File: src/sv/disk_request_scheduler_unit_assert.svh
// Assertion macros for the disk request scheduler
`ifndef DISK_REQUEST_SCHEDULER_UNIT_ASSERT_SVH
`define DISK_REQUEST_SCHEDULER_UNIT_ASSERT_SVH
`ifndef SYNTHESIS
`define DRS_ASSERT(label, clk, rst_n, prop) \
  label: assert property (@(posedge clk) disable iff (!rst_n) prop) \
    else $error("assertion failed");
`define DRS_ASSERT_NR(label, clk, prop) \
  label: assert property (@(posedge clk) prop) else $error("assertion failed");
`else
`define DRS_ASSERT(label, clk, rst_n, prop)
`define DRS_ASSERT_NR(label, clk, prop)
`endif
`endif

File: src/sv/drs_pkg.sv
// ----------------------------------------------------------------------------
// drs_pkg
// Shared codes for the disk request scheduler.
// ----------------------------------------------------------------------------
`default_nettype none
package drs_pkg;
  localparam logic [1:0] MODE_ENQ  = 2'd0;
  localparam logic [1:0] MODE_DISP = 2'd1;
  localparam logic [1:0] MODE_CPL  = 2'd2;
  localparam logic [1:0] POL_FCFS  = 2'd0;
  localparam logic [1:0] POL_SSTF  = 2'd1;
  localparam logic [1:0] POL_CSCAN = 2'd2;
  localparam logic [2:0] ST_OK     = 3'd0;
  localparam logic [2:0] ST_FULL   = 3'd1;
  localparam logic [2:0] ST_EMPTY  = 3'd2;
  localparam logic [2:0] ST_BUSY   = 3'd3;
  localparam logic [2:0] ST_NOEXEC = 3'd4;
  localparam logic CFG_POLICY = 1'b0;
  localparam logic CFG_DISK   = 1'b1;
endpackage
`default_nettype wire

File: src/sv/drs_back.sv
// ----------------------------------------------------------------------------
// drs_back
// Executes commands: queue storage, selection scan, completion accounting.
// ----------------------------------------------------------------------------
`default_nettype none
`include "disk_request_scheduler_unit_assert.svh"
module drs_back #(
  parameter int QUEUE_DEPTH = 16,
  parameter int BLOCK_BITS  = 16,
  parameter int TAG_BITS    = 8
) (
  input  wire logic                  clk_i,
  input  wire logic                  rst_ni,
  input  wire logic [1:0]            policy_i,
  input  wire logic [16:0]           disk_blocks_i,
  input  wire logic                  cmd_valid_i,
  output logic                       cmd_ready_o,
  input  wire logic [1:0]            mode_i,
  input  wire logic [BLOCK_BITS-1:0] blk_i,
  input  wire logic [TAG_BITS-1:0]   tag_i,
  input  wire logic                  wr_i,
  input  wire logic                  failed_i,
  output logic                       res_valid_o,
  input  wire logic                  res_ready_i,
  output logic [2:0]                 status_o,
  output logic                       dv_o,
  output logic [BLOCK_BITS-1:0]      db_o,
  output logic [TAG_BITS-1:0]        dt_o,
  output logic                       dw_o,
  output logic [$clog2(QUEUE_DEPTH+1)-1:0] count_o,
  output logic [BLOCK_BITS-1:0]      head_o,
  output logic [31:0]                total_o
);
  localparam int IW = $clog2(QUEUE_DEPTH);
  localparam int CW = $clog2(QUEUE_DEPTH+1);
  // signed distance: C-SCAN can stay negative when blocks lie beyond the disk
  localparam int DW = (BLOCK_BITS > 17 ? BLOCK_BITS : 17) + 2;
  localparam logic [2:0] S_IDLE = 3'd0, S_SCAN = 3'd1, S_RD = 3'd2,
                         S_SHIFT = 3'd3, S_OUT = 3'd4;

  logic [BLOCK_BITS-1:0] eb_q [QUEUE_DEPTH];
  logic [TAG_BITS-1:0]   et_q [QUEUE_DEPTH];
  logic                  ew_q [QUEUE_DEPTH];
  logic [2:0]   st_q;
  logic [CW-1:0] cnt_q;
  logic [BLOCK_BITS-1:0] head_q, xb_q;
  logic [TAG_BITS-1:0]   xt_q;
  logic          xv_q;
  logic [31:0]   tot_q;
  logic [IW-1:0] i_q, best_q;
  logic [DW-1:0] bd_q;
  logic [BLOCK_BITS-1:0] rb_q;
  logic [TAG_BITS-1:0]   rt_q;
  logic                  rw_q;
  logic [DW-1:0] d_cur;
  logic          better;
  logic [BLOCK_BITS-1:0] e_cur;
  logic [32:0]   sum;
  logic [BLOCK_BITS-1:0] seek_dist;
  logic          take;

  assign cmd_ready_o = st_q == S_IDLE;
  assign res_valid_o = st_q == S_OUT;
  assign count_o = cnt_q;
  assign head_o  = head_q;
  assign total_o = tot_q;
  assign take = cmd_valid_i && cmd_ready_o;
  assign e_cur = eb_q[i_q];

  always_comb begin
    d_cur = '0;
    better = 1'b0;
    if (policy_i == drs_pkg::POL_SSTF) begin
      d_cur = (e_cur >= head_q) ? DW'(e_cur - head_q) : DW'(head_q - e_cur);
      better = (i_q == '0) || ($signed(d_cur) < $signed(bd_q));
    end else if (policy_i == drs_pkg::POL_CSCAN) begin
      d_cur = (e_cur >= head_q) ? DW'(e_cur) - DW'(head_q)
                                : DW'(e_cur) + DW'(disk_blocks_i) - DW'(head_q);
      // bd_q starts at the disk size, so nothing past it wins
      better = $signed(d_cur) < $signed(bd_q);
    end
  end

  assign seek_dist = (head_q >= xb_q) ? head_q - xb_q : xb_q - head_q;
  assign sum  = {1'b0, tot_q} + 33'(seek_dist);

  always_ff @(posedge clk_i) begin
    if (take && mode_i == drs_pkg::MODE_ENQ && cnt_q < CW'(QUEUE_DEPTH)) begin
      eb_q[cnt_q[IW-1:0]] <= blk_i;
      et_q[cnt_q[IW-1:0]] <= tag_i;
      ew_q[cnt_q[IW-1:0]] <= wr_i;
    end
    if (st_q == S_SHIFT && CW'(i_q) + 1'b1 < cnt_q) begin
      eb_q[i_q] <= eb_q[i_q + 1'b1];
      et_q[i_q] <= et_q[i_q + 1'b1];
      ew_q[i_q] <= ew_q[i_q + 1'b1];
    end
    if (st_q == S_RD) begin
      rb_q <= eb_q[best_q];
      rt_q <= et_q[best_q];
      rw_q <= ew_q[best_q];
    end
  end

  always_ff @(posedge clk_i or negedge rst_ni) begin
    if (!rst_ni) begin
      st_q <= S_IDLE; cnt_q <= '0; head_q <= '0; tot_q <= '0;
      xv_q <= 1'b0; xb_q <= '0; xt_q <= '0; i_q <= '0; best_q <= '0;
      bd_q <= '0; status_o <= '0; dv_o <= 1'b0; db_o <= '0; dt_o <= '0;
      dw_o <= 1'b0;
    end else begin
      unique case (st_q)
        S_IDLE: if (take) begin
          status_o <= drs_pkg::ST_OK; dv_o <= 1'b0; db_o <= '0;
          dt_o <= '0; dw_o <= 1'b0;
          st_q <= S_OUT;
          if (mode_i == drs_pkg::MODE_ENQ) begin
            if (cnt_q >= CW'(QUEUE_DEPTH)) status_o <= drs_pkg::ST_FULL;
            else cnt_q <= cnt_q + 1'b1;
          end else if (mode_i == drs_pkg::MODE_DISP) begin
            if (xv_q) status_o <= drs_pkg::ST_BUSY;
            else if (cnt_q == '0) status_o <= drs_pkg::ST_EMPTY;
            else begin
              i_q <= '0; best_q <= '0; bd_q <= DW'(disk_blocks_i); st_q <= S_SCAN;
            end
          end else if (mode_i == drs_pkg::MODE_CPL) begin
            if (!xv_q) status_o <= drs_pkg::ST_NOEXEC;
            else begin
              dt_o <= xt_q;
              xv_q <= 1'b0;
              if (!failed_i) begin
                tot_q <= sum[32] ? 32'hFFFF_FFFF : sum[31:0];
                head_q <= xb_q;
              end
            end
          end
        end
        S_SCAN: begin
          if (better) begin
            best_q <= i_q; bd_q <= d_cur;
          end
          if (policy_i != drs_pkg::POL_SSTF && policy_i != drs_pkg::POL_CSCAN ||
              CW'(i_q) + 1'b1 >= cnt_q) st_q <= S_RD;
          else i_q <= i_q + 1'b1;
        end
        S_RD: begin
          i_q <= best_q; st_q <= S_SHIFT;
          dv_o <= 1'b1;
        end
        S_SHIFT: begin
          if (i_q == best_q) begin
            db_o <= rb_q; dt_o <= rt_q; dw_o <= rw_q;
            xv_q <= 1'b1; xb_q <= rb_q; xt_q <= rt_q;
          end
          if (CW'(i_q) + 1'b1 >= cnt_q) begin
            cnt_q <= cnt_q - 1'b1; st_q <= S_OUT;
          end else i_q <= i_q + 1'b1;
        end
        S_OUT: if (res_ready_i) st_q <= S_IDLE;
        default: st_q <= S_IDLE;
      endcase
    end
  end

  `DRS_ASSERT(a_cnt_le, clk_i, rst_ni, cnt_q <= CW'(QUEUE_DEPTH))
  `DRS_ASSERT(a_out_hold, clk_i, rst_ni, res_valid_o && !res_ready_i |=> res_valid_o)
  `DRS_ASSERT(a_disp_exec, clk_i, rst_ni, res_valid_o && dv_o |-> xv_q)
endmodule
`default_nettype wire

File: config.mk
export PLATFORM = sky130hd
export DESIGN_NAME = drs_back
export DESIGN_NICKNAME = d
export VERILOG_FILES = /design/src/sv/drs_pkg.sv /design/src/sv/drs_back.sv
export VERILOG_INCLUDE_DIRS = /design/src /design/src/sv
export SDC_FILE = /design/constraint.sdc
export NUM_CORES = 1
export LEC_CHECK = 0
export BUFFER_PORTS_ARGS = -buffer_cell sky130_fd_sc_hd__buf_2
export CAP_MARGIN = 0
export CORE_MARGIN = 4
export CORE_UTILIZATION = 52
export DETAILED_ROUTE_END_ITERATION = 8
export PLACE_DENSITY = 0.69
export SLEW_MARGIN = 20
export SYNTH_ARGS = -nofsm -noshare
export SYNTH_HDL_FRONTEND = slang
export SYNTH_SLANG_ARGS = --single-unit
File: constraint.sdc
create_clock -name clk_i -period 16.15 [get_ports clk_i]
set_input_delay 0 -clock clk_i [delete_from_list [all_inputs] [get_ports clk_i]]
set_output_delay 0 -clock clk_i [all_outputs]
set_load 0.01 [all_outputs]
==> impl_results.md, run 1 <==
* Run status: finished with violations
* Largest net degree at the start of global routing at 87
* Antenna violations before repair at 1
* CTS Buf Count at 57
* CP arrival at 9350 ps
* Crit-path slowest cell: dfrtp_4
* Core area at 64350 um2
* Reg2reg setup slack at 7300 ps
* Vias per cell at 6.634
* Post-synth top cells: 425 x edfxtp_1, 330 x mux4_2, 160 x inv_1
* Top FF cell, synth: edfxtp_1
* Number of synthesized flops with an enable pin at 425
* Area growth syn-to-layout at 11.86%
* Worst setup margin at 7300 ps
* CP Launch Type: register
* Die area at 69130 um2
* Failing checks: negative hold slack
* Post-synth top area share at 0.3776
* Flops & latches, synth at 562
* Post-synth top area cell: edfxtp_1
* DP Area at 35430 um2
* DIE WIDTH at 262.9 um
* # resized after CTS at 0
* Worst-Skew Late Latency at 670 ps
* Tightest Pin Transition at 1079 ps
* Routed Antenna Nets at 0
* Final Cell Area at 37800 um2
* Nets at 2793
* Required @ worst endpoint at 16650 ps
* CP Class: register to register
* GP Congestion at 0.9470
* Synth unique cells at 90
* Site row count at 93
* Register area at 16200 um2
* Clk slew on worst S/H paths at 70 ps
* First-pass GRT wire length at 146200 um
* Drt first pass iters at 5
* Crit path largest cell delay at 830 ps
* Normalized max-slew margin at 0.2807
* CTS root buf: clkbuf_16
* IO Pins at 135
* Tmin final at 8850 ps
* CTS sink count at 562
* Share of layout cells above drive strength 1 at 0.2636
* # setup viols final at 0
* Min-Delay Path Class: primary input to async pin
* Port bufs at 134
* Starting density of the core at 0.5252
* Tot GR Track Use at 0.2769
* Maximum root-to-sink buffer count at 3
* Grt ovf at 0
* Fillers at 4919
* Synth top area cells: edfxtp_1 38%, mux4_2 22%, dfrtp_1 10%, ha_1 5.4%, a21oi_1 1.8%
* Clk_skew at 51.05 ps
* Post-Syn Area at 33790 um2
* CP Buf/Inv Count at 3
* Area of the multi-input gates at 16560 um2
* Async set-reset flop share out of synthesis at 0.2438
* Hold Vio Cnt, Final at 2
* CTS tree: done
* # DRC at 0
* CP cell instances: buf_4, buf_4, mux4_2, mux4_2, ha_1, and3_1, nand4_1, or4_1, nand2_1, buf_4, mux2i_1, xnor2_1, ha_1, nand4_1, or4_1, o21ai_0, mux2i_1, a311o_1, a41oi_4, nor2_4, mux2_2
* Unrepaired setup endpoints after global routing: false
* Fmax at 113.0 MHz
* Fin crit share at 0.5480
* Syn avg cell area at 13.91 um2
* Via count at 23.06k
* Hold slack at -4.503 ps
* Setup WS pre-CTS at 7430 ps
* Iter 0 DRT Violations at 2679
* Yosys warning count at 0
* Routed wire per std cell at 27.71 um
* Most numerous cell in the Yosys netlist: edfxtp_1
* Post-Syn Nets at 2649
* Vias in the first global route at 23.21k
* Total wire length at 96310 um
* Cell count after synthesis at 2430
* H-Tree Depth at 2
* Cell family with most CP delay: simple AND/OR/NAND/NOR gates
* Chip height at 262.9 um
* Fin Setup TNS at 0 ps
* Pins over their slew limit at 0
* N_diodes at 0
* Worst path most repeated cell: buf_4
* Max FO, Critical Path at 42
* Max Cap Violations at 0
* Part of the Yosys area used for sequential elements at 0.4791
* Detailed Place HPWL at 62610 um
* Crit. End Element: register
-- logic make-up after synthesis --
family | count (synthesis) | synth area share
flip-flops | 562 | 0.4791
AO/OA/AOI/OAI | 469 | 0.09111
AND/OR/NAND/NOR | 450 | 0.06361
multiplexers | 390 | 0.2393
buffers and inverters | 302 | 0.03673
adder cells (fa/ha/maj) | 168 | 0.06709
XOR/XNOR | 89 | 0.02307
-- cell type report --
type | count | share of cell area
Clock buffer | 66 | 0.03889
Clock inverter | 40 | 0.01046
Multi-Input combinational cell | 1566 | 0.4380
Inverter | 162 | 0.01609
Tap cell | 855 | 0.02830
Timing Repair Buffer | 225 | 0.03959
Sequential cell | 562 | 0.4287
-- layout by cell type (no fill, tap or decap), types with 34 or more instances in the layout --
cell | netlist | final
mux2_2 | 40 | 40
nand3_1 | 34 | 34
xnor2_1 | 53 | 52
a21oi_1 | 121 | 120
nor2_1 | 128 | 112
buf_2 | 14 | 133
dfrtp_1 | 137 | 132
clkbuf_16 | 0 | 57
nand2_1 | 144 | 144
buf_4 | 4 | 41
xor2_1 | 36 | 35
ha_1 | 146 | 145
inv_1 | 160 | 160
edfxtp_1 | 425 | 425
o21ai_0 | 114 | 114
mux4_2 | 330 | 330
dlygate4sd3_1 | 0 | 48
-- what timing repair did --
action / CTS / global route
setup buffers: 0 / 0
hold endpoints to repair: 521 / 0
hold buffers: 48 / 0
-- path summary, 6_finish.rpt --
| check | start | endpoint | depth (start not counted) |
|---|---|---|---|
| min in group clk_i | disk_blocks_i[6] | bd_q[6]$_DFFE_PN0P_ | 4 |
| hold reg to reg | db_o[2]$_DFFE_PN0P_ | db_o[2]$_DFFE_PN0P_ | 2 |
| setup reg to reg | i_q[0]$_DFFE_PN0P_ | bd_q[2]$_DFFE_PN0P_ | 21 |
| max in group asynchronous | rst_ni | dt_o[4]$_DFFE_PN0P_ | 3 |
| hold / removal | rst_ni | bd_q[17]$_DFFE_PN0P_ | 2 |
| setup / recovery | i_q[0]$_DFFE_PN0P_ | bd_q[2]$_DFFE_PN0P_ | 21 |
-- per-stage QoR --
| stage | utilization | instances |
|---|---|---|
| 2_1_floorplan | - | 2430 |
| 3_3_place_gp | 0.5505 | 3321 |
| 3_5_place_dp | 0.5506 | 3321 |
| 4_1_cts | 0.5871 | 3475 |
| 5_1_grt | 0.5875 | 3476 |
| 6_report | 0.5875 | 3476 |
-- per-layer routing --
metal  wire length (um)  vias up  track usage
li1                   -     9854            -
met1              36740    11757       0.3738
met2              46870     1228       0.4589
met3               8376      221      0.04232
met4               4327        0       0.1079
met5                  0        -            0
-- flip-flops by register name, indices dropped and copies added, names as in the netlist, 19 cells and up --
name     flops
eb_q       256
et_q       128
bd_q        19
total_o     32
Power of run 1 is not shown: default switching activity piles up to over one toggle a cycle in this logic, so the estimate is an artifact.
==> run 2: changes to the inputs <==
--- a/config.mk
+++ b/config.mk
@@ -11,7 +11,7 @@
 export CORE_MARGIN = 4
 export CORE_UTILIZATION = 52
 export DETAILED_ROUTE_END_ITERATION = 8
-export PLACE_DENSITY = 0.69
+export PLACE_DENSITY = 0.72
 export SLEW_MARGIN = 20
 export SYNTH_ARGS = -nofsm -noshare
 export SYNTH_HDL_FRONTEND = slang
==> constraint.sdc (replaced) <==
create_clock -name clk_i -period 7.2 [get_ports clk_i]
set_input_delay 0 -clock clk_i [delete_from_list [all_inputs] [get_ports clk_i]]
set_output_delay 0 -clock clk_i [all_outputs]
set_load 0.01 [all_outputs]
==> impl_results.md, run 2 (synthesis gave the netlist of run 1 again) <==
* Starting density of the core at 0.5252
* Min-Delay Path Class: primary input to register
* Setup WS pre-CTS at 114.4 ps
* # setup viols final at 0
* Cell family with most CP delay: compound AO/OA/AOI/OAI gates
* Commonest non-fill, non-tap cell in the layout: edfxtp_1
* Tot GR Track Use at 0.2839
* Hold Vio Cnt, Final at 0
* CP Buf/Inv Count at 5
* Crit. End Element: register
* Routed wire per std cell at 28.24 um
* Clk_skew at 50.55 ps
* Top reg by flops: eb_q
* Hold_sp: failed_i
* Largest register FFs at 256
* Reg2Reg Launch Point: i_q[0]$_DFFE_PN0P_
* WP depth at 23
* Area growth syn-to-layout at 13.48%
* Met2 Resource Use GR at 0.4780
* CP cell instances: buf_12, buf_12, mux4_2, mux4_2, ha_1, and3_4, a221o_2, a21oi_1, buf_4, o21ai_0, xnor2_1, o21ai_0, ha_1, nand2_1, or4_1, o21ai_0, mux2i_1, a311o_1, a41oi_4, nor2_4, buf_4, buf_12, o221a_1
* Required @ worst endpoint at 7750 ps
* Max Cap Violations at 0
* Share of layout cells above drive strength 1 at 0.2798
* Fmax at 144.3 MHz
* Site row count at 93
* Tmin final at 6931 ps
* Crit path largest cell delay at 570 ps
* R2R cell count at 23
* Fin crit share at 0.9626
* CTS Buf Count at 59
* Total wire length at 99450 um
* Via count at 23.66k
* Pins over their slew limit at 0
* CTS root buf: clkbuf_16
* Nets at 2834
* DIE WIDTH at 262.9 um
* CP Class: register to register
* H-Tree Depth at 2
* CTS sink count at 562
* Worst setup path endpoint: bd_q[12]$_DFFE_PN0P_
* Unrepaired setup endpoints after global routing: false
* Run status: finished, final reports clean
* Tightest Pin Transition at 1044 ps
* Reg-to-Reg End: bd_q[12]$_DFFE_PN0P_
* Crit-path slowest cell: dfrtp_4
* Antenna violations before repair at 1
* Vias in the first global route at 23.86k
* Detailed Place HPWL at 66520 um
* Largest net degree at the start of global routing at 79
* Drt first pass iters at 8
* Vias per cell at 6.720
* # DRC at 0
* Met1 global-route usage at 0.3612
* Critical Path Start: i_q[0]$_DFFE_PN0P_
* IO Pins at 135
* Max FO, Critical Path at 29
* CP arrival at 7480 ps
* Commonest cells after routing, fill and taps aside: 425 x edfxtp_1, 330 x mux4_2, 160 x inv_1
* Global route hottest layer: met2
* Routed Antenna Nets at 0
* Worst-Skew Late Latency at 660 ps
* Grt ovf at 0
* Clk slew on worst S/H paths at 70 ps
* Hold Path Cell Cnt at 4
* Fin Setup TNS at 0 ps
* First-pass GRT wire length at 150700 um
* Core area at 64350 um2
* Die area at 69130 um2
* Normalized max-slew margin at 0.3008
* Iter 0 DRT Violations at 2700
* Met3 usage at 0.06338
* CTS tree: done
* N_diodes at 0
* GP Congestion at 0.9758
* CP Launch Type: register
* Worst setup margin at 269.4 ps
* Maximum root-to-sink buffer count at 3
* Chip height at 262.9 um
* Reg2reg setup slack at 270 ps
* Final Util at 0.5960
* Port bufs at 134
-- run 2: metal layers --
| layer | routed length [um] | up-vias | share of wire |
|---|---|---|---|
| met5 | 0 | - | 0 |
| met4 | 4772 | 0 | 0.048 |
| met3 | 9891 | 279 | 0.099 |
| met2 | 49410 | 1465 | 0.50 |
| met1 | 35380 | 11977 | 0.36 |
| li1 | - | 9940 | - |
-- run 2: timing repair --
item                                    in CTS  in global routing
resized for setup                            0                 11
hold endpoints to repair                   468                  0
hold buffers                                52                  0
endpoints found under the setup margin       0                 23
setup buffers                                0                  9
-- run 2: tightest hold or removal path: stages --
cell and delay [ps]:
buf_2 100, nor3_4 40, buf_4 310, a21oi_1 200
-- run 2: worst min-delay path by stage --
| stage | slack (ps) | endpoint |
|---|---|---|
| 2_1_floorplan | -300 | bd_q[0]$_DFFE_PN0P_ |
| 3_3_place_gp | 20 | bd_q[16]$_DFFE_PN0P_ |
| 3_5_place_dp | 40 | bd_q[11]$_DFFE_PN0P_ |
| 4_1_cts | 30 | total_o[5]$_DFFE_PN0P_ |
| 5_1_grt | 60 | total_o[6]$_DFFE_PN0P_ |
| 6_report | 40 | total_o[5]$_DFFE_PN0P_ |
-- run 2: per-stage QoR --
step,std cells,area [um2],hold slack [ps]
CTS,3512,38230,29.90
global placement,3348,35690,16.93
global route,3521,38350,63.07
detailed placement,3348,35690,36.95
finish,3521,38350,44.29
floorplan,2430,33790,-295.6
-- run 2: cell type report --
type | instances | area, um2
Sequential cell | 562 | 16200
Clock buffer | 71 | 1541
Timing Repair Buffer | 264 | 1879
Multi-Input combinational cell | 1566 | 16590
Clock inverter | 41 | 460.4
Inverter | 162 | 608.1
Fill cell | 4755 | 26000
Tap cell | 855 | 1070
Power of run 2 is left out for the same reason.
