$ cat config.mk
export PLATFORM = sky130hd
export DESIGN_NAME = drs_front
export DESIGN_NICKNAME = d
export VERILOG_FILES = /design/src/sv/disk_request_scheduler_unit_assert.svh /design/src/sv/drs_front.sv
export SDC_FILE = /design/constraint.sdc
export NUM_CORES = 1
export LEC_CHECK = 0
export ABC_AREA = 0
export BUFFER_PORTS_ARGS = -buffer_cell sky130_fd_sc_hd__buf_2
export CAP_MARGIN = 30
export CORE_MARGIN = 2
export CORE_UTILIZATION = 51
export CTS_BUF_LIST = sky130_fd_sc_hd__clkbuf_16
export CTS_CLUSTER_DIAMETER = 80
export DETAILED_ROUTE_END_ITERATION = 8
export GPL_ROUTABILITY_DRIVEN = 0
export PLACE_DENSITY = 0.88
export SLEW_MARGIN = 30
export SYNTH_ARGS = -nofsm -noshare
export SYNTH_HDL_FRONTEND = slang
export SYNTH_SLANG_ARGS = --single-unit
$ cat constraint.sdc
create_clock -name clk_i -period 2.9 [get_ports clk_i]
set_clock_uncertainty 0.15 [all_clocks]
set_input_delay 0.58 -clock clk_i [delete_from_list [all_inputs] [get_ports clk_i]]
set_output_delay 0.58 -clock clk_i [all_outputs]
set_load 0.05 [all_outputs]
$ cat src/sv/disk_request_scheduler_unit_assert.svh
// Assertion macros for the disk request scheduler
`ifndef DISK_REQUEST_SCHEDULER_UNIT_ASSERT_SVH
`define DISK_REQUEST_SCHEDULER_UNIT_ASSERT_SVH
`ifndef SYNTHESIS
`define DRS_ASSERT(label, clk, rst_n, prop) \
  label: assert property (@(posedge clk) disable iff (!rst_n) prop) \
    else $error("assertion failed");
`define DRS_ASSERT_NR(label, clk, prop) \
  label: assert property (@(posedge clk) prop) else $error("assertion failed");
`else
`define DRS_ASSERT(label, clk, rst_n, prop)
`define DRS_ASSERT_NR(label, clk, prop)
`endif
`endif

$ cat src/sv/drs_front.sv
// ----------------------------------------------------------------------------
// drs_front
// Accepts input items into a two-entry command queue.
// ----------------------------------------------------------------------------
`default_nettype none
module drs_front #(
  parameter int W = 28
) (
  input  wire logic         clk_i,
  input  wire logic         rst_ni,
  input  wire logic         in_valid_i,
  output logic              in_ready_o,
  input  wire logic [W-1:0] in_data_i,
  output logic              cmd_valid_o,
  input  wire logic         cmd_ready_i,
  output logic [W-1:0]      cmd_data_o
);
  logic [W-1:0] mem_q [2];
  logic         wp_q, rp_q;
  logic [1:0]   cnt_q;
  logic         push, pop;

  assign in_ready_o  = cnt_q != 2'd2;
  assign cmd_valid_o = cnt_q != 2'd0;
  assign cmd_data_o  = mem_q[rp_q];
  assign push = in_valid_i && in_ready_o;
  assign pop  = cmd_valid_o && cmd_ready_i;

  always_ff @(posedge clk_i) begin
    if (push) mem_q[wp_q] <= in_data_i;
  end

  always_ff @(posedge clk_i or negedge rst_ni) begin
    if (!rst_ni) begin
      wp_q <= 1'b0; rp_q <= 1'b0; cnt_q <= 2'd0;
    end else begin
      if (push) wp_q <= ~wp_q;
      if (pop) rp_q <= ~rp_q;
      cnt_q <= cnt_q + {1'b0, push} - {1'b0, pop};
    end
  end
endmodule
`default_nettype wire

==> impl_metrics.csv, run 1 <==
group,metric,value,unit
routing,route.detailed.drc,0,
clock_network,cts_buffers,9,
run_status,status,"complete, no violations",
timing,fin_crit,2.25,ns
power,combPwrFrac,37.5,%
global_routing,grt_pass1_wl,5.60,mm
critical_path,cp_max_fo,16,
timing,finalCritPeriodShare,77.4,%
critical_path,cpLargestDelayFamily,"buffers and inverters",
critical_path,crit_buf_inv,2,
logic_synthesis,synth_adder_area_share,1.11,%
logic_synthesis,synthTopCellsByArea,"edfxtp_1 74%, mux2_1 9.0%, mux2_4 6.6%",
logic_synthesis,syn_avg_cell_area,21.7,um^2
layout,diodes,0,
routing,drtIter0Drc,57,
logic_synthesis,synth-compound-area-share,0,%
logic_synthesis,synth-seq-area-share,78.8,%
logic_synthesis,syn_nets,138,
critical_path,endpoint_kind,"output pin",
global_routing,grt_overflow,0,
logic_synthesis,ys_seq_elements,60,
timing,finalSetupViolations,0,
global_routing,grt_max_degree,29,
floorplanning,core_area,4320,um^2
layout,area_growth,31.7,%
power,p_leak,1.20,nW
timing,tightest_slew,0.410,ns
power,swShare,36.9,%
logic_synthesis,syn-cell-area,2260,um^2
critical_path,crit_required,2.17,ns
power,p_seq_share,32.4,%
routing,dr_total_vias,1173,
layout,nets,212,
clock_network,cts-root-buf,"clkbuf_16",
logic_synthesis,syn_inst,104,
global_routing,track_usage,15.4,%
critical_path,startpoint_type,"flip-flop",
floorplanning,fp.dieW,70.6,um
critical_path,crit_chain,"buf_4 > mux2_1 > buf_2",
logic_synthesis,synth_top_cell_by_area,"edfxtp_1",
placed_design,placed_cells,218,
logic_synthesis,synthMuxAreaShare,15.6,%
timing,setup-tns-final,0,ns
critical_path,cp_data_arrival_time,1.52,ns
power,pwr_density_cell,1300,nW/um^2
timing,hold_viol,0,
global_routing,antenna_found_initial,0,
worst_hold_path,hold_class,"input pin to flip-flop",
placed_design,dp_slack,0.965,ns
layout,finalNonFillerCells,235,
placed_design,port_buffers,61,
layout,drive_gt1_share,49.2,%
routing,wl,3.57,mm
power,internal-power,0.00243,W
timing,slew_headroom,72.7,%
clock_network,path_clk_slew,0.05,ns
clock_network,htreeDepth,3,
placed_design,place_hpwl,2.41,mm
floorplanning,die_h,70.6,um
critical_path,path_class,"flip-flop to output pin",
routing,avgRoutedWirePerCell,15.2,um
floorplanning,rows,24,
logic_synthesis,synth-simple-area-share,1.55,%
floorplanning,num_io_pins,62,
timing,rsz0062_at_grt,"false",
logic_synthesis,synth_cell_types,16,
power,ir_drop,0.862,mV
clock_network,clk_latency,0.31,ns
routing,via_per_inst,4.99,
logic_synthesis,yosysTopAreaCellShare,74.4,%
floorplanning,die_area,4980,um^2
floorplanning,start_util,52.3,%
clock_network,clock_path_buffers,2,
job,cap_violations,0,
routing,first_pass_iters,5,
critical_path,cpMaxStageDelayCell,"mux2_1",
logic_synthesis,synth_xor_area_share,1.55,%
clock_network,cts.sink_count,60,
timing,slew_viol_final,0,
power,pwr-share-clk,30.0,%
timing,fin_ws,0.655,ns
global_routing,grt_pass1_vias,1223,
timing,max_freq,0.445,GHz
clock_network,cts_setup_buffers,0,
power,p_sw,0.00142,W
clock_network,cts_tree,"yes",
critical_path,cpPeakStageDelay,0.38,ns
logic_synthesis,synth_top_family_by_area,"multiplexers",
logic_synthesis,ys_warn_count,0,
routing,ant_nets,0,
## power by group through the flow
stage,Combinational [W],Sequential (W),Clock [W]
finish,0.00145,0.00125,0.00116
global placement,0.00143,0.00126,0
global route,0.00152,0.00127,0.00121
floorplan,0.00118,0.00125,0
detailed placement,0.00146,0.00127,0
CTS,0.00147,0.00125,0.00117
## timing repair
action,4_1_cts,5_1_grt
hold endpoints to repair,4,0
resized for setup,0,0
hold buffers,1,0
## state kept, by name, indices dropped and copies added, names as in the netlist
register,count
rp_q,1
mem_q,56
wp_q,1
cnt_q,2
## final timing paths
check                                         from                      to  slack [ns]  depth (start not counted)
worst min-delay path                 in_data_i[18]  mem_q[1][18]$_DFFE_PP_        0.30                          1
max in group asynchronous                   rst_ni        wp_q$_DFFE_PN0N_        2.01                          2
worst max-delay path              rp_q$_DFFE_PN0P_          cmd_data_o[18]        0.65                          3
min in group asynchronous                   rst_ni      cnt_q[0]$_DFF_PN0_        0.46                          2
worst min register to register  cnt_q[0]$_DFF_PN0_      cnt_q[0]$_DFF_PN0_        0.37                          1
worst max register to register  cnt_q[1]$_DFF_PN0_      cnt_q[1]$_DFF_PN0_        1.02                          7
## kinds of logic (layout without fill, tap and decap cells)
kind of cell  count (synthesis)  in the layout
xor+xnor                      4              4
fa+ha+maj                     2              2
buf+inv                       4             83
flops                        60             60
mux                          28             28
simple gates                  6              6
## synthesized netlist by cell type
| cell | n |
|---|---|
| mux2_1 | 18 |
| ha_1 | 2 |
| and3_1 | 1 |
| nand2b_1 | 1 |
| dfrtp_1 | 4 |
| xor2_1 | 1 |
| or2_1 | 1 |
| nor2_1 | 1 |
| inv_1 | 1 |
| and2_4 | 1 |
| xnor2_1 | 3 |
| edfxtp_1 | 56 |
| buf_2 | 1 |
| buf_6 | 2 |
| mux2_4 | 10 |
| nand2_1 | 1 |
## placed cells by master (no fill, tap or decap)
cell type,instances
dfrtp_1,4
inv_1,2
xnor2_1,3
mux2_4,10
xor2_1,1
edfxtp_1,56
clkinv_2,1
buf_4,4
and2_4,1
ha_1,2
or2_1,1
nand2b_1,1
bufinv_16,3
nor2_2,1
dlygate4sd3_1,1
clkinv_1,2
and3_1,1
buf_2,61
nand2_1,1
mux2_1,18
clkbuf_16,9
## through the flow
step	total power, W	instance area [um^2]	utilization, %	hold WS [ns]
6_report	0.00386	2980	68.9	0.304
5_1_grt	0.00401	2980	68.9	0.291
4_1_cts	0.00390	2980	68.9	0.294
3_5_place_dp	0.00273	2640	61.0	0.249
3_3_place_gp	0.00269	2640	61.0	0.243
2_1_floorplan	0.00244	2260	-	0.134
## worst reg2reg max path: stages, from the launching register on
cell and delay [ns]:
dfrtp_1 0.40, or2_1 0.25, and2_4 0.17, ha_1 0.27
inv_1 0.04, ha_1 0.17, xnor2_1 0.17, xnor2_1 0.16
## layout make-up
| type | count | area, um^2 |
|---|---|---|
| Inverter | 1 | 3.75 |
| Sequential cell | 60 | 1780 |
| Tap cell | 52 | 65.1 |
| Fill cell | 287 | 1350 |
| Timing Repair Buffer | 66 | 345 |
| Clock buffer | 9 | 225 |
| Clock inverter | 7 | 106 |
| Multi-Input combinational cell | 40 | 450 |
## layer usage
metal,wire (um),vias up,GRT usage (%)
met3,320,7,7.98
met1,1490,565,17.5
met2,1710,52,24.8
met4,57,0,6.29
li1,-,549,-
met5,0,-,0
Note: power is estimated with default switching activity, not from simulation.
==> run 2: changes to the inputs <==
==> constraint.sdc (replaced) <==
create_clock -name clk_i -period 2.1 [get_ports clk_i]
set_clock_uncertainty 0.15 [all_clocks]
set_input_delay 0.42 -clock clk_i [delete_from_list [all_inputs] [get_ports clk_i]]
set_output_delay 0.42 -clock clk_i [all_outputs]
set_load 0.05 [all_outputs]
==> run 2 against run 1 <==
Combinational power up 44%; clock power up 27%; non-clock buffer count unchanged; cell count unchanged; cell area up 0.84%; clock-buffer cell count unchanged; critical path type unchanged; critical endpoint is now cmd_data_o[22]; highest routed layer unchanged.
==> impl_metrics.csv, run 2 (same netlist as run 1, synthesis figures left out) <==
group,metric,value,unit
timing,slew_headroom,74.7,%
routing,first_pass_iters,4,
layout,area_growth,32.8,%
clock_network,cts_tree,"yes",
run_status,status,"complete, no violations",
layout,top_register,"mem_q",
critical_path,startpoint_type,"flip-flop",
global_routing,grt_overflow,0,
power,internal-power,0.00332,W
worst_hold_path,hold_class,"input pin to flip-flop",
critical_path,crit_chain,"clkbuf_16 > mux2_1 > buf_2",
layout,drive_gt1_share,50.3,%
global_routing,grt_pass1_vias,1257,
routing,avgRoutedWirePerCell,15.2,um
clock_network,clock_path_buffers,2,
clock_network,cts_buffers,9,
layout,nets,212,
floorplanning,die_h,70.6,um
clock_network,path_clk_slew,0.05,ns
layout,largest_reg_flops,56,
floorplanning,num_io_pins,62,
critical_path,cp_max_fo,14,
timing,finalSetupViolations,0,
layout,final_util,69.4,%
timing,hold_viol,0,
routing,route.detailed.drc,0,
critical_path,path_class,"flip-flop to output pin",
timing,fin_crit,2.06,ns
routing,wl,3.58,mm
placed_design,place_hpwl,2.32,mm
routing,via_per_inst,4.97,
floorplanning,core_area,4320,um^2
layout,mostFrequentLayoutCell,"buf_2",
power,p_sw,0.00199,W
timing,finalCritPeriodShare,98.2,%
floorplanning,start_util,52.3,%
timing,holdWs,0.140,ns
job,cap_violations,0,
critical_path,endpoint_kind,"output pin",
timing,slew_viol_final,0,
global_routing,track_usage,15.7,%
critical_path,cpLargestDelayFamily,"flip-flops",
power,ir_drop,1.14,mV
clock_network,htreeDepth,3,
power,pwr-share-clk,27.7,%
placed_design,dp_slack,0.293,ns
clock_network,clk_latency,0.31,ns
critical_path,crit_required,1.53,ns
clock_network,cts-root-buf,"clkbuf_16",
timing,tightest_slew,0.379,ns
power,p_leak,1.20,nW
global_routing,antenna_found_initial,0,
power,p_total,0.00530,W
floorplanning,die_area,4980,um^2
power,combPwrFrac,39.4,%
global_routing,grt_pass1_wl,5.74,mm
critical_path,cp_data_arrival_time,1.49,ns
layout,fillers,293,
timing,max_freq,0.485,GHz
critical_path,cpMaxStageDelayCell,"dfrtp_2",
floorplanning,rows,24,
layout,diodes,0,
layout,top_regs,"mem_q: 56 flops, cnt_q: 2 flops",
critical_path,crit_buf_inv,2,
critical_path,cpPeakStageDelay,0.44,ns
global_routing,grt_max_degree,30,
clock_network,cts.sink_count,60,
routing,dr_total_vias,1169,
power,swShare,37.5,%
power,pwr_density_cell,1770,nW/um^2
timing,fin_ws,0.0372,ns
routing,drtIter0Drc,64,
placed_design,port_buffers,61,
floorplanning,fp.dieW,70.6,um
layout,final_cell_mix,"61 x buf_2, 56 x edfxtp_1, 18 x mux2_1",
power,p_seq_share,32.9,%
routing,ant_nets,0,
## run 2: final cells by class
class                           count  area, um^2  area share [%]
Sequential cell                    60        1780            59.4
Multi-Input combinational cell     40         457            15.2
Timing Repair Buffer               66         388            12.9
Clock buffer                        9         225            7.50
Clock inverter                      7        81.3            2.71
Tap cell                           52        65.1            2.17
Inverter                            1        3.75           0.125
## run 2: worst paths after layout
path                       slack, ns          startpoint                endpoint  cells past startpoint
max                             0.04    rp_q$_DFFE_PN0P_          cmd_data_o[22]                      3
min                             0.14       in_data_i[22]  mem_q[1][22]$_DFFE_PP_                      1
max reg2reg                     0.28  cnt_q[1]$_DFF_PN0_      cnt_q[1]$_DFF_PN0_                      7
min reg2reg                     0.37  cnt_q[0]$_DFF_PN0_      cnt_q[0]$_DFF_PN0_                      1
max in group asynchronous       1.36              rst_ni        rp_q$_DFFE_PN0P_                      2
min in group asynchronous       0.30              rst_ni      cnt_q[1]$_DFF_PN0_                      2
## run 2: what timing repair did
| action | CTS | global route |
|---|---|---|
| hold buffers | 1 | 0 |
| resized for setup | 0 | 1 |
| endpoints found under the setup margin | 0 | 11 |
| buffers inserted | 0 | 0 |
| endpoints found under the hold margin | 4 | 0 |
## run 2: power by group through the flow
stage / Combinational [W] / Clock, W / Sequential (W)
2_1_floorplan: 0.00164 / 0 / 0.00173
3_3_place_gp: 0.00202 / 0 / 0.00174
3_5_place_dp: 0.00206 / 0 / 0.00176
4_1_cts: 0.00206 / 0.00150 / 0.00174
5_1_grt: 0.00220 / 0.00155 / 0.00177
6_report: 0.00209 / 0.00147 / 0.00175
## run 2: metal layers
metal | wire, um | up-vias | GRT usage, % | part of all wire [%]
met1 | 1490 | 557 | 18.8 | 42
met4 | 63 | 0 | 8.18 | 1.8
met5 | 0 | - | 0 | 0
met2 | 1730 | 51 | 24.5 | 48
li1 | - | 555 | - | -
met3 | 298 | 6 | 6.55 | 8.3
## run 2: per-stage QoR
| step | cells | cell area [um^2] | TNS [ns] |
|---|---|---|---|
| after floorplan | 104 | 2270 | 0 |
| after global placement | 217 | 2660 | 0 |
| after detailed placement | 217 | 2660 | 0 |
| after CTS | 234 | 2980 | 0 |
| after global routing | 235 | 3000 | -0.00550 |
| final | 235 | 3000 | 0 |
==> run 3: changes to the inputs <==
==> constraint.sdc (replaced) <==
create_clock -name clk_i -period 2 [get_ports clk_i]
set_clock_uncertainty 0.15 [all_clocks]
set_input_delay 0.4 -clock clk_i [delete_from_list [all_inputs] [get_ports clk_i]]
set_output_delay 0.4 -clock clk_i [all_outputs]
set_load 0.05 [all_outputs]
==> run 3 against run 2 <==
The run now ends with negative setup slack left; first-iteration DRC count increased by 47%; clock-buffer cell count unchanged; global-route usage increased by 0.41 points; clock power increased by 15%; flip-flop and latch count unchanged; via count increased by 2.2%; cell count increased by 0.85%.
==> impl_metrics.csv, run 3 (same netlist as run 1, synthesis figures left out) <==
group,metric,value,unit
placed_design,place_hpwl,2.53,mm
layout,nets,214,
power,combPwrFrac,43.5,%
floorplanning,start_util,52.3,%
timing,slew_headroom,77.9,%
global_routing,grt_overflow,0,
critical_path,cp_data_arrival_time,1.48,ns
timing,slew_viol_final,0,
power,pwr-share-clk,26.9,%
critical_path,endpoint_kind,"output pin",
timing,tightest_slew,0.331,ns
power,internal-power,0.00405,W
clock_network,path_clk_slew,0.05,ns
floorplanning,core_area,4320,um^2
power,ir_drop,1.35,mV
global_routing,antenna_found_initial,0,
layout,diodes,0,
critical_path,cpMaxStageDelayCell,"dfrtp_2",
timing,finalSetupViolations,4,
routing,route.detailed.drc,0,
worst_hold_path,hold_class,"input pin to flip-flop",
critical_path,startpoint_type,"flip-flop",
routing,wl,4.02,mm
power,pwr_density_cell,1920,nW/um^2
layout,area_growth,44.7,%
placed_design,dp_slack,0.148,ns
clock_network,clock_path_buffers,2,
floorplanning,num_io_pins,62,
power,p_total,0.00627,W
global_routing,grt_pass1_wl,5.87,mm
power,p_leak,1.33,nW
layout,top_register,"mem_q",
clock_network,cts_buffers,9,
global_routing,grt_max_degree,21,
routing,ant_nets,0,
clock_network,cts-root-buf,"clkbuf_16",
clock_network,cts.sink_count,60,
critical_path,crit_required,1.45,ns
placed_design,port_buffers,61,
critical_path,crit_buf_inv,2,
layout,drive_gt1_share,57.8,%
floorplanning,rows,24,
timing,max_freq,0.492,GHz
power,p_seq_share,29.6,%
critical_path,cpPeakStageDelay,0.46,ns
layout,mostFrequentLayoutCell,"edfxtp_1",
floorplanning,die_area,4980,um^2
layout,top_regs,"mem_q: 56 flops, cnt_q: 2 flops",
global_routing,grt_pass1_vias,1305,
routing,avgRoutedWirePerCell,16.9,um
power,swShare,35.4,%
run_status,failed_checks,"negative setup slack",
power,p_sw,0.00222,W
clock_network,clk_latency,0.32,ns
layout,design_area,3270,um^2
run_status,status,"finished, violations left",
routing,dr_total_vias,1195,
layout,final_cell_mix,"56 x edfxtp_1, 33 x buf_2, 28 x buf_6",
timing,finalCritPeriodShare,102,%
placed_design,place_area,2690,um^2
floorplanning,fp.dieW,70.6,um
clock_network,htreeDepth,3,
routing,via_per_inst,5.04,
timing,rsz0062_at_grt,"true",
critical_path,path_class,"flip-flop to output pin",
critical_path,cpLargestDelayFamily,"flip-flops",
timing,fin_ws,-0.0307,ns
timing,hold_viol,0,
layout,largest_reg_flops,56,
critical_path,cp_max_fo,10,
timing,fin_crit,2.03,ns
clock_network,cts_tree,"yes",
global_routing,track_usage,16.1,%
floorplanning,die_h,70.6,um
routing,first_pass_iters,4,
critical_path,crit_chain,"clkbuf_16 > mux2_1 > buf_6",
job,cap_violations,0,
routing,drtIter0Drc,94,
==> run 3: cell types whose count changed in the layout (fill, tap and decap cells not counted), sizes merged <==
cell	delta
clkinv	-3
buf	+2
inv	+2
bufinv	+1
==> run 3: timing repair <==
| item | in CTS | in global routing |
|---|---|---|
| gates resized for setup | 16 | 72 |
| buffers inserted | 0 | 1 |
| cloned | 0 | 1 |
| hold endpoints to repair | 4 | 0 |
| hold buffers | 1 | 0 |
| endpoints found under the setup margin | 18 | 28 |
==> run 3: final timing paths <==
path | start | to | slack, ns | cells after the start
min in group asynchronous | rst_ni | wp_q$_DFFE_PN0N_ | 0.25 | 2
max in group asynchronous | rst_ni | rp_q$_DFFE_PN0P_ | 1.31 | 2
min reg2reg | cnt_q[0]$_DFF_PN0_ | cnt_q[0]$_DFF_PN0_ | 0.39 | 1
max | rp_q$_DFFE_PN0P_ | cmd_data_o[6] | -0.03 | 3
min | in_data_i[22] | mem_q[1][22]$_DFFE_PP_ | 0.11 | 1
max reg2reg | cnt_q[1]$_DFF_PN0_ | cnt_q[1]$_DFF_PN0_ | 0.13 | 7
==> run 3: metrics by stage <==
| step | cells | TNS [ns] | hold WS (ns) | util [%] |
|---|---|---|---|---|
| 2_1_floorplan | 104 | 0 | -0.0456 | - |
| 3_3_place_gp | 218 | 0 | 0.0577 | 62.1 |
| 3_5_place_dp | 218 | 0 | 0.0595 | 62.1 |
| 4_1_cts | 235 | -0.299 | 0.109 | 71.0 |
| 5_1_grt | 237 | -0.497 | 0.118 | 75.6 |
| 6_report | 237 | -0.0828 | 0.115 | 75.6 |
==> run 3: final cells by class <==
cell class | count | area (um^2)
Timing Repair Buffer | 68 | 598
Clock buffer | 9 | 225
Tap cell | 52 | 65.1
Clock inverter | 7 | 108
Sequential cell | 60 | 1780
Multi-Input combinational cell | 40 | 488
Fill cell | 253 | 1050
Inverter | 1 | 3.75
==> run 3: layer usage <==
| metal | wire length (um) | vias to the layer above | global-route usage [%] |
|---|---|---|---|
| li1 | - | 556 | - |
| met1 | 1680 | 585 | 18.7 |
| met2 | 2050 | 50 | 26.1 |
| met3 | 238 | 4 | 5.27 |
| met4 | 47 | 0 | 9.85 |
| met5 | 0 | - | 0 |
==> run 3: power by group through the flow <==
| stage | Sequential (W) | Clock (W) | Combinational (W) |
|---|---|---|---|
| 5_1_grt | 0.00188 | 0.00176 | 0.00285 |
| 3_3_place_gp | 0.00183 | 0 | 0.00216 |
| 2_1_floorplan | 0.00182 | 0 | 0.00174 |
| 3_5_place_dp | 0.00185 | 0 | 0.00221 |
| 6_report | 0.00185 | 0.00169 | 0.00273 |
| 4_1_cts | 0.00183 | 0.00172 | 0.00231 |
